### src/sv/bsab_pkg.sv
// Shared constants, register codes and stage types for the sprite blitter.
`default_nettype none
package bsab_pkg;
  localparam int SPRITE_SIDE = 64;
  localparam int TEXEL_DEPTH = SPRITE_SIDE * SPRITE_SIDE;
  localparam int ADDR_W      = $clog2(TEXEL_DEPTH);
  localparam int COORD_W     = $clog2(SPRITE_SIDE);
  localparam int DIM_W       = 7;
  localparam int CANVAS_SIDE = 4096;
  localparam int DIST_W      = 24;
  localparam int PROD_W      = 49;
  localparam int MAC_W       = COORD_W + DIM_W;

  localparam logic OP_LOAD      = 1'b0;
  localparam logic OP_COMPOSITE = 1'b1;

  localparam logic [2:0] REG_SPRITE_WIDTH  = 3'd0;
  localparam logic [2:0] REG_SPRITE_HEIGHT = 3'd1;
  localparam logic [2:0] REG_RECT_LEFT     = 3'd2;
  localparam logic [2:0] REG_RECT_TOP      = 3'd3;
  localparam logic [2:0] REG_RECT_WIDTH    = 3'd4;
  localparam logic [2:0] REG_RECT_HEIGHT   = 3'd5;
  localparam logic [2:0] REG_STEP_H        = 3'd6;
  localparam logic [2:0] REG_STEP_V        = 3'd7;

  localparam logic signed [DIST_W-1:0] PIX_ONE  = 24'sd256;
  localparam logic signed [DIST_W-1:0] PIX_HALF = 24'sd128;
  localparam logic signed [PROD_W-1:0] MAP_BIAS = 49'sd8388608;
  localparam logic [23:0] ALPHA_FULL = 24'd16711680;

  typedef struct packed {
    logic [DIM_W-1:0]  sprite_width;
    logic [DIM_W-1:0]  sprite_height;
    logic signed [21:0] rect_left;
    logic signed [21:0] rect_top;
    logic [20:0]       rect_width;
    logic [20:0]       rect_height;
    logic [23:0]       step_horizontal;
    logic [23:0]       step_vertical;
  } bsab_cfg_t;

  typedef struct packed {
    logic       valid;
    logic       composite;
    logic       hit;
    logic [7:0] red;
    logic [7:0] green;
    logic [7:0] blue;
  } bsab_ctl_t;
endpackage
`default_nettype wire

### src/sv/bsab_map.sv
// Coverage test and pixel-to-sprite coordinate mapping, stages one to three.
`default_nettype none
module bsab_map (
  input  wire logic                        clk,
  input  wire logic                        rst,
  input  wire logic                        adv,
  input  wire logic                        take,
  input  wire bsab_pkg::bsab_cfg_t         cfg,
  input  wire logic [bsab_pkg::DIM_W-1:0]  w_sat,
  input  wire logic [bsab_pkg::DIM_W-1:0]  h_sat,
  input  wire logic                        operation,
  input  wire logic [11:0]                 texel_index,
  input  wire logic [31:0]                 texel_rgba,
  input  wire logic [11:0]                 pixel_x,
  input  wire logic [11:0]                 pixel_y,
  input  wire logic [7:0]                  canvas_red,
  input  wire logic [7:0]                  canvas_green,
  input  wire logic [7:0]                  canvas_blue,
  output bsab_pkg::bsab_ctl_t              c3,
  output logic [bsab_pkg::COORD_W-1:0]     x0,
  output logic [bsab_pkg::COORD_W-1:0]     x1,
  output logic [bsab_pkg::COORD_W-1:0]     y0,
  output logic [bsab_pkg::COORD_W-1:0]     y1,
  output logic [7:0]                       fx,
  output logic [7:0]                       fy,
  output logic [11:0]                      idx3,
  output logic [31:0]                      rgba3
);
  import bsab_pkg::*;

  bsab_ctl_t c1, c2, c1_next;
  logic signed [DIST_W-1:0] dx1, dy1, dx_next, dy_next;
  logic signed [PROD_W-1:0] px2, py2;
  logic [11:0] idx1, idx2;
  logic [31:0] rgba1, rgba2;
  logic signed [DIST_W-1:0] pos_x, pos_y, left_e, top_e, right_e, bot_e;
  logic cov_x, cov_y, enable;
  logic [COORD_W+7:0] pick_x, pick_y;
  logic [COORD_W-1:0] x0_next, y0_next, x1_next, y1_next;

  function automatic logic [COORD_W+7:0] map_pick(input logic signed [PROD_W-1:0] p,
                                                  input logic [DIM_W-1:0] dim);
    logic signed [PROD_W-1:0] u;
    logic signed [PROD_W-1:0] hi;
    logic [DIM_W-1:0] dm1;
    dm1 = dim - DIM_W'(1);
    hi  = $signed(PROD_W'({dm1, 24'h000000}));
    u   = p - MAP_BIAS;
    if (u < 0) begin
      u = '0;
    end else if (u > hi) begin
      u = hi;
    end
    return {u[24+COORD_W-1:24], u[23:16]};
  endfunction

  function automatic logic [COORD_W-1:0] next_tap(input logic [COORD_W-1:0] c,
                                                  input logic [DIM_W-1:0] dim);
    logic [DIM_W-1:0] cp;
    logic [DIM_W-1:0] dm1;
    cp  = DIM_W'(c) + DIM_W'(1);
    dm1 = dim - DIM_W'(1);
    return (cp < dim) ? cp[COORD_W-1:0] : dm1[COORD_W-1:0];
  endfunction

  always_comb begin
    pos_x   = $signed(DIST_W'({pixel_x, 8'h00}));
    pos_y   = $signed(DIST_W'({pixel_y, 8'h00}));
    left_e  = DIST_W'(cfg.rect_left);
    top_e   = DIST_W'(cfg.rect_top);
    right_e = left_e + $signed(DIST_W'(cfg.rect_width));
    bot_e   = top_e + $signed(DIST_W'(cfg.rect_height));
    cov_x   = ({1'b0, pixel_x} < 13'(CANVAS_SIDE)) && (pos_x + PIX_ONE > left_e) &&
              (pos_x < right_e);
    cov_y   = ({1'b0, pixel_y} < 13'(CANVAS_SIDE)) && (pos_y + PIX_ONE > top_e) &&
              (pos_y < bot_e);
    enable  = (w_sat != '0) && (h_sat != '0) && (cfg.rect_width != '0) &&
              (cfg.rect_height != '0);
    dx_next = pos_x + PIX_HALF - left_e;
    dy_next = pos_y + PIX_HALF - top_e;
    c1_next.valid     = take;
    c1_next.composite = operation;
    c1_next.hit       = (operation == OP_COMPOSITE) && enable && cov_x && cov_y;
    c1_next.red       = canvas_red;
    c1_next.green     = canvas_green;
    c1_next.blue      = canvas_blue;
  end

  always_comb begin
    pick_x  = map_pick(px2, w_sat);
    pick_y  = map_pick(py2, h_sat);
    x0_next = pick_x[COORD_W+7:8];
    y0_next = pick_y[COORD_W+7:8];
    x1_next = next_tap(x0_next, w_sat);
    y1_next = next_tap(y0_next, h_sat);
  end

  always_ff @(posedge clk) begin
    if (rst) begin
      c1 <= '0;
      c2 <= '0;
      c3 <= '0;
    end else if (adv) begin
      c1 <= c1_next;
      c2 <= c1;
      c3 <= c2;
    end
  end

  always_ff @(posedge clk) begin
    if (adv) begin
      dx1   <= dx_next;
      dy1   <= dy_next;
      idx1  <= texel_index;
      rgba1 <= texel_rgba;
      px2   <= dx1 * $signed({1'b0, cfg.step_horizontal});
      py2   <= dy1 * $signed({1'b0, cfg.step_vertical});
      idx2  <= idx1;
      rgba2 <= rgba1;
      x0    <= x0_next;
      y0    <= y0_next;
      x1    <= x1_next;
      y1    <= y1_next;
      fx    <= pick_x[7:0];
      fy    <= pick_y[7:0];
      idx3  <= idx2;
      rgba3 <= rgba2;
    end
  end
endmodule
`default_nettype wire

### config.mk
export PLATFORM = sky130hd
export DESIGN_NAME = bsab_map
export DESIGN_NICKNAME = d
export VERILOG_FILES = /design/src/sv/bsab_pkg.sv /design/src/sv/bsab_map.sv
export SDC_FILE = /design/constraint.sdc
export NUM_CORES = 2
export LEC_CHECK = 0
export ABC_AREA = 1
export ABC_CLOCK_PERIOD_IN_PS = 13600
export BUFFER_PORTS_ARGS = -buffer_cell sky130_fd_sc_hd__buf_2
export CAP_MARGIN = 5
export CORE_ASPECT_RATIO = 0.7
export CORE_UTILIZATION = 50
export CTS_BUF_LIST = sky130_fd_sc_hd__clkbuf_4
export CTS_CLUSTER_DIAMETER = 200
export CTS_CLUSTER_SIZE = 8
export DETAILED_ROUTE_END_ITERATION = 6
export PLACE_DENSITY = 0.75
export SYNTH_ARGS = -nofsm -noshare
export SYNTH_HDL_FRONTEND = slang
export SYNTH_SLANG_ARGS = --single-unit
### constraint.sdc
create_clock -name clk -period 13.6 [get_ports clk]
set_input_delay 0.68 -clock clk [delete_from_list [all_inputs] [get_ports clk]]
set_output_delay 0.68 -clock clk [all_outputs]
set_load 0.01 [all_outputs]
==> impl_results.md <==
* Yosys reg bits at slightly below 400
* Fraction of layout instances using a drive strength above 1 at about 7.5%
* DIE WIDTH at between 400 and 500 um
* Clock Sink Count at roughly 400
* Max-cap violations at 0
* Main flop type after synthesis: edfxtp_1
* DRT antenna net count at 0
* Total global-route track usage at approximately 26%
* Data arrival, critical path at ~8500 ps
* HP Class: in2reg
* CTS clk-pin slew, worst paths at 110 ps
* TNS Setup at 0 ps
* Initial Util at 50.44%
* Ports at 370
* Seq/Total Area, Yosys at 18.69%
* Yosys cell types at approximately 60
* Critical path fanouts, max at 24
* Final setup violation count at 0
* Hold Startpoint: cfg[116]
* Tmin final at between 7000 and 8000 ps
* DRT Wirelength at roughly 150000 um
* Pins over their slew limit at 0
* Syn-to-layout area delta at 7.544%
* Number of synthesized flops with an enable pin at around 310
* Antenna violations before repair at 10
* Core ar. at between 0.1 and 0.15 mm^2
* Congestion Overflow GR at 0
* FP Rows at between 100 and 150
* Critical path required time at around 14000 ps
* Cell Area, Synth at between 0.05 and 0.06 mm^2
* Post-DR vias/cell at slightly above 5
* First DRT Iteration DRCs at about 3700
* Synth area leaders: fa_1 (31%), edfxtp_1 (16%), inv_1 (13%), ha_1 (12%), nand2_1 (11%)
* Synth Warn # at 0
* DRC Markers at 0
* Async S/R FF share, synth at 0%
* Synth area leader: fa_1
* Die area at approximately 0.12 mm^2
* Mapped Avg Cell Area at ~8.3 um^2
* Post-cts sizing count at 0
* Clk_lat worst skew at 950 ps
* Worst slew pin tran at 1336 ps
* DR WL/cell at 16.96 um
* RSZ-0062 raised after global routing: no
* CTS root buffer: clkbuf_4
* Nets at between 9000 and 10000
* Fin Clk Skew at approximately 69 ps
* CP startpoint: dy1[2]
* Inserted Clock Buffers at between 50 and 60
* Share of the synthesized area in the top cell type at about a third
* CP Launch Type: flop
* Drt first pass iters at 6
* Port bufs at 355
* Die height at between 200 and 300 um
* Setup crit end kind: flop
* Max Fclk at ~0.13 GHz
* Global-route wire length before repair at approximately 250000 um
* RR Startpoint: dy1[2]
* Routed via count at 46698
* Max transition margin at a little over a tenth
* CTS tree: done
* Largest net degree at the start of global routing at 101
* Post-synthesis cell count at 7144
* Critical path type: reg2reg
* Number of global-route vias before repair at roughly 47000
* Deepest clock path buffer count at 3
* H-Tree Depth at 2
* Routability congestion estimate at approximately 0.94
* Run status: complete, no violations
* DP Wirelength at between 100000 and 150000 um
* Post-route clock period utilization at between 50% and 60%
* Hold Violations, Final at 0
* Syn Nets at roughly 8900
[path summary, 6_finish.rpt]
check | end | slack, ps | cells after the start
setup / recovery | py2[47] | 5760 | 26
hold / removal | dx1[4] | 160 | 2
setup reg to reg | py2[47] | 5760 | 26
hold reg to reg | rgba3[20] | 400 | 0
[cell type report]
type | count | area, um^2
fill | 10706 | 53620
multi-input combinational | 4539 | 39760
sequential | 395 | 11050
inverter | 1991 | 7476
timing repair buffer | 456 | 2725
tap | 1551 | 1941
clock buffer | 76 | 570.5
clock inverter | 4 | 35.03
antenna | 7 | 17.52
[critical path: stages, from the launching register on]
cell	delay, ps
edfxtp_1	1140
nand2_1	190
fa_1	600
inv_1	50
fa_1	490
inv_1	60
fa_1	500
fa_1	510
inv_1	50
fa_1	500
fa_1	510
inv_1	50
fa_1	580
inv_1	70
ha_1	430
nand2_1	130
nor2_1	150
inv_1	50
nor2_1	150
inv_1	60
nor4_1	160
a21oi_1	150
inv_1	90
a21oi_1	90
o21ai_0	450
a21oi_1	180
xor2_1	170
[per-layer routing]
metal	GRT usage [%]	vias to the layer above	share of wire, %	routed length (um)
met5	0	-	0	0
met4	5.046	0	1.8	2770
met3	6.442	213	11	16740
met2	37.77	2148	42	63750
met1	38.74	22586	46	69670
li1	-	21751	-	-
[logic make-up (layout without fill, tap and decap cells)]
logic type               after synthesis  count (layout)  share of synthesized area [%]
other                                  0               7                              0
AO/OA/AOI/OAI                        533             533                          5.023
XOR/XNOR                             213             213                          3.169
flip-flops                           395             395                          18.69
adder cells (fa/ha/maj)             1478            1478                          43.04
AND/OR/NAND/NOR                     2315            2315                          16.02
buffers and inverters               2210            2527                          14.05
[through the flow]
step	utilization (%)	setup WS, ps	std cells	hold slack (ps)	area, um^2
detailed placement	53.10	5810	8860	404.5	62230
global placement	53.10	5811	8860	400.2	62230
CTS	54.23	5838	9012	64.98	63550
finish	54.25	5760	9019	164.7	63570
floorplan	-	6889	7144	400.3	59110
global route	54.24	5343	9017	88.85	63570
[layout by cell type (no fill, tap or decap), types with 29 or more instances in the layout]
cell and instances:
nand3_1 118, nand2_1 1697, xor2_1 144, ha_1 552
a21oi_1 307, dfxtp_1 81, buf_2 354, xnor2_1 68
fa_1 926, dlygate4sd3_1 72, nand4_1 57, inv_1 1983
clkbuf_4 76, nor2_1 299, buf_4 29, edfxtp_1 314
o21ai_0 93
[cell usage after synthesis, types with 28 or more instances]
| master | count |
|---|---|
| nor2_1 | 299 |
| a21oi_1 | 307 |
| edfxtp_1 | 314 |
| nand4_1 | 57 |
| nand3_1 | 118 |
| clkbuf_1 | 214 |
| ha_1 | 552 |
| xor2_1 | 144 |
| or2_2 | 28 |
| o21ai_0 | 93 |
| inv_1 | 1983 |
| dfxtp_1 | 81 |
| xnor2_1 | 68 |
| nand2_1 | 1697 |
| fa_1 | 926 |
[repair_timing]
action	4_1_cts	5_1_grt
setup buffers	0	0
hold buffers	72	0
endpoints found under the hold margin	72	0
[flip-flops by register name, indices dropped and copies added, names as in the netlist]
signal and flops:
px2 48, py2 48, rgba1 32, rgba2 32, rgba3 32, c1 27, c2 27, c3 27
dx1 23, dy1 23, idx1 12, idx2 12, idx3 12, fx 8, fy 8, x0 6
x1 6, y0 6, y1 6
Power is not shown: default switching activity piles up to over one toggle a cycle in this logic, so the estimate is an artifact.
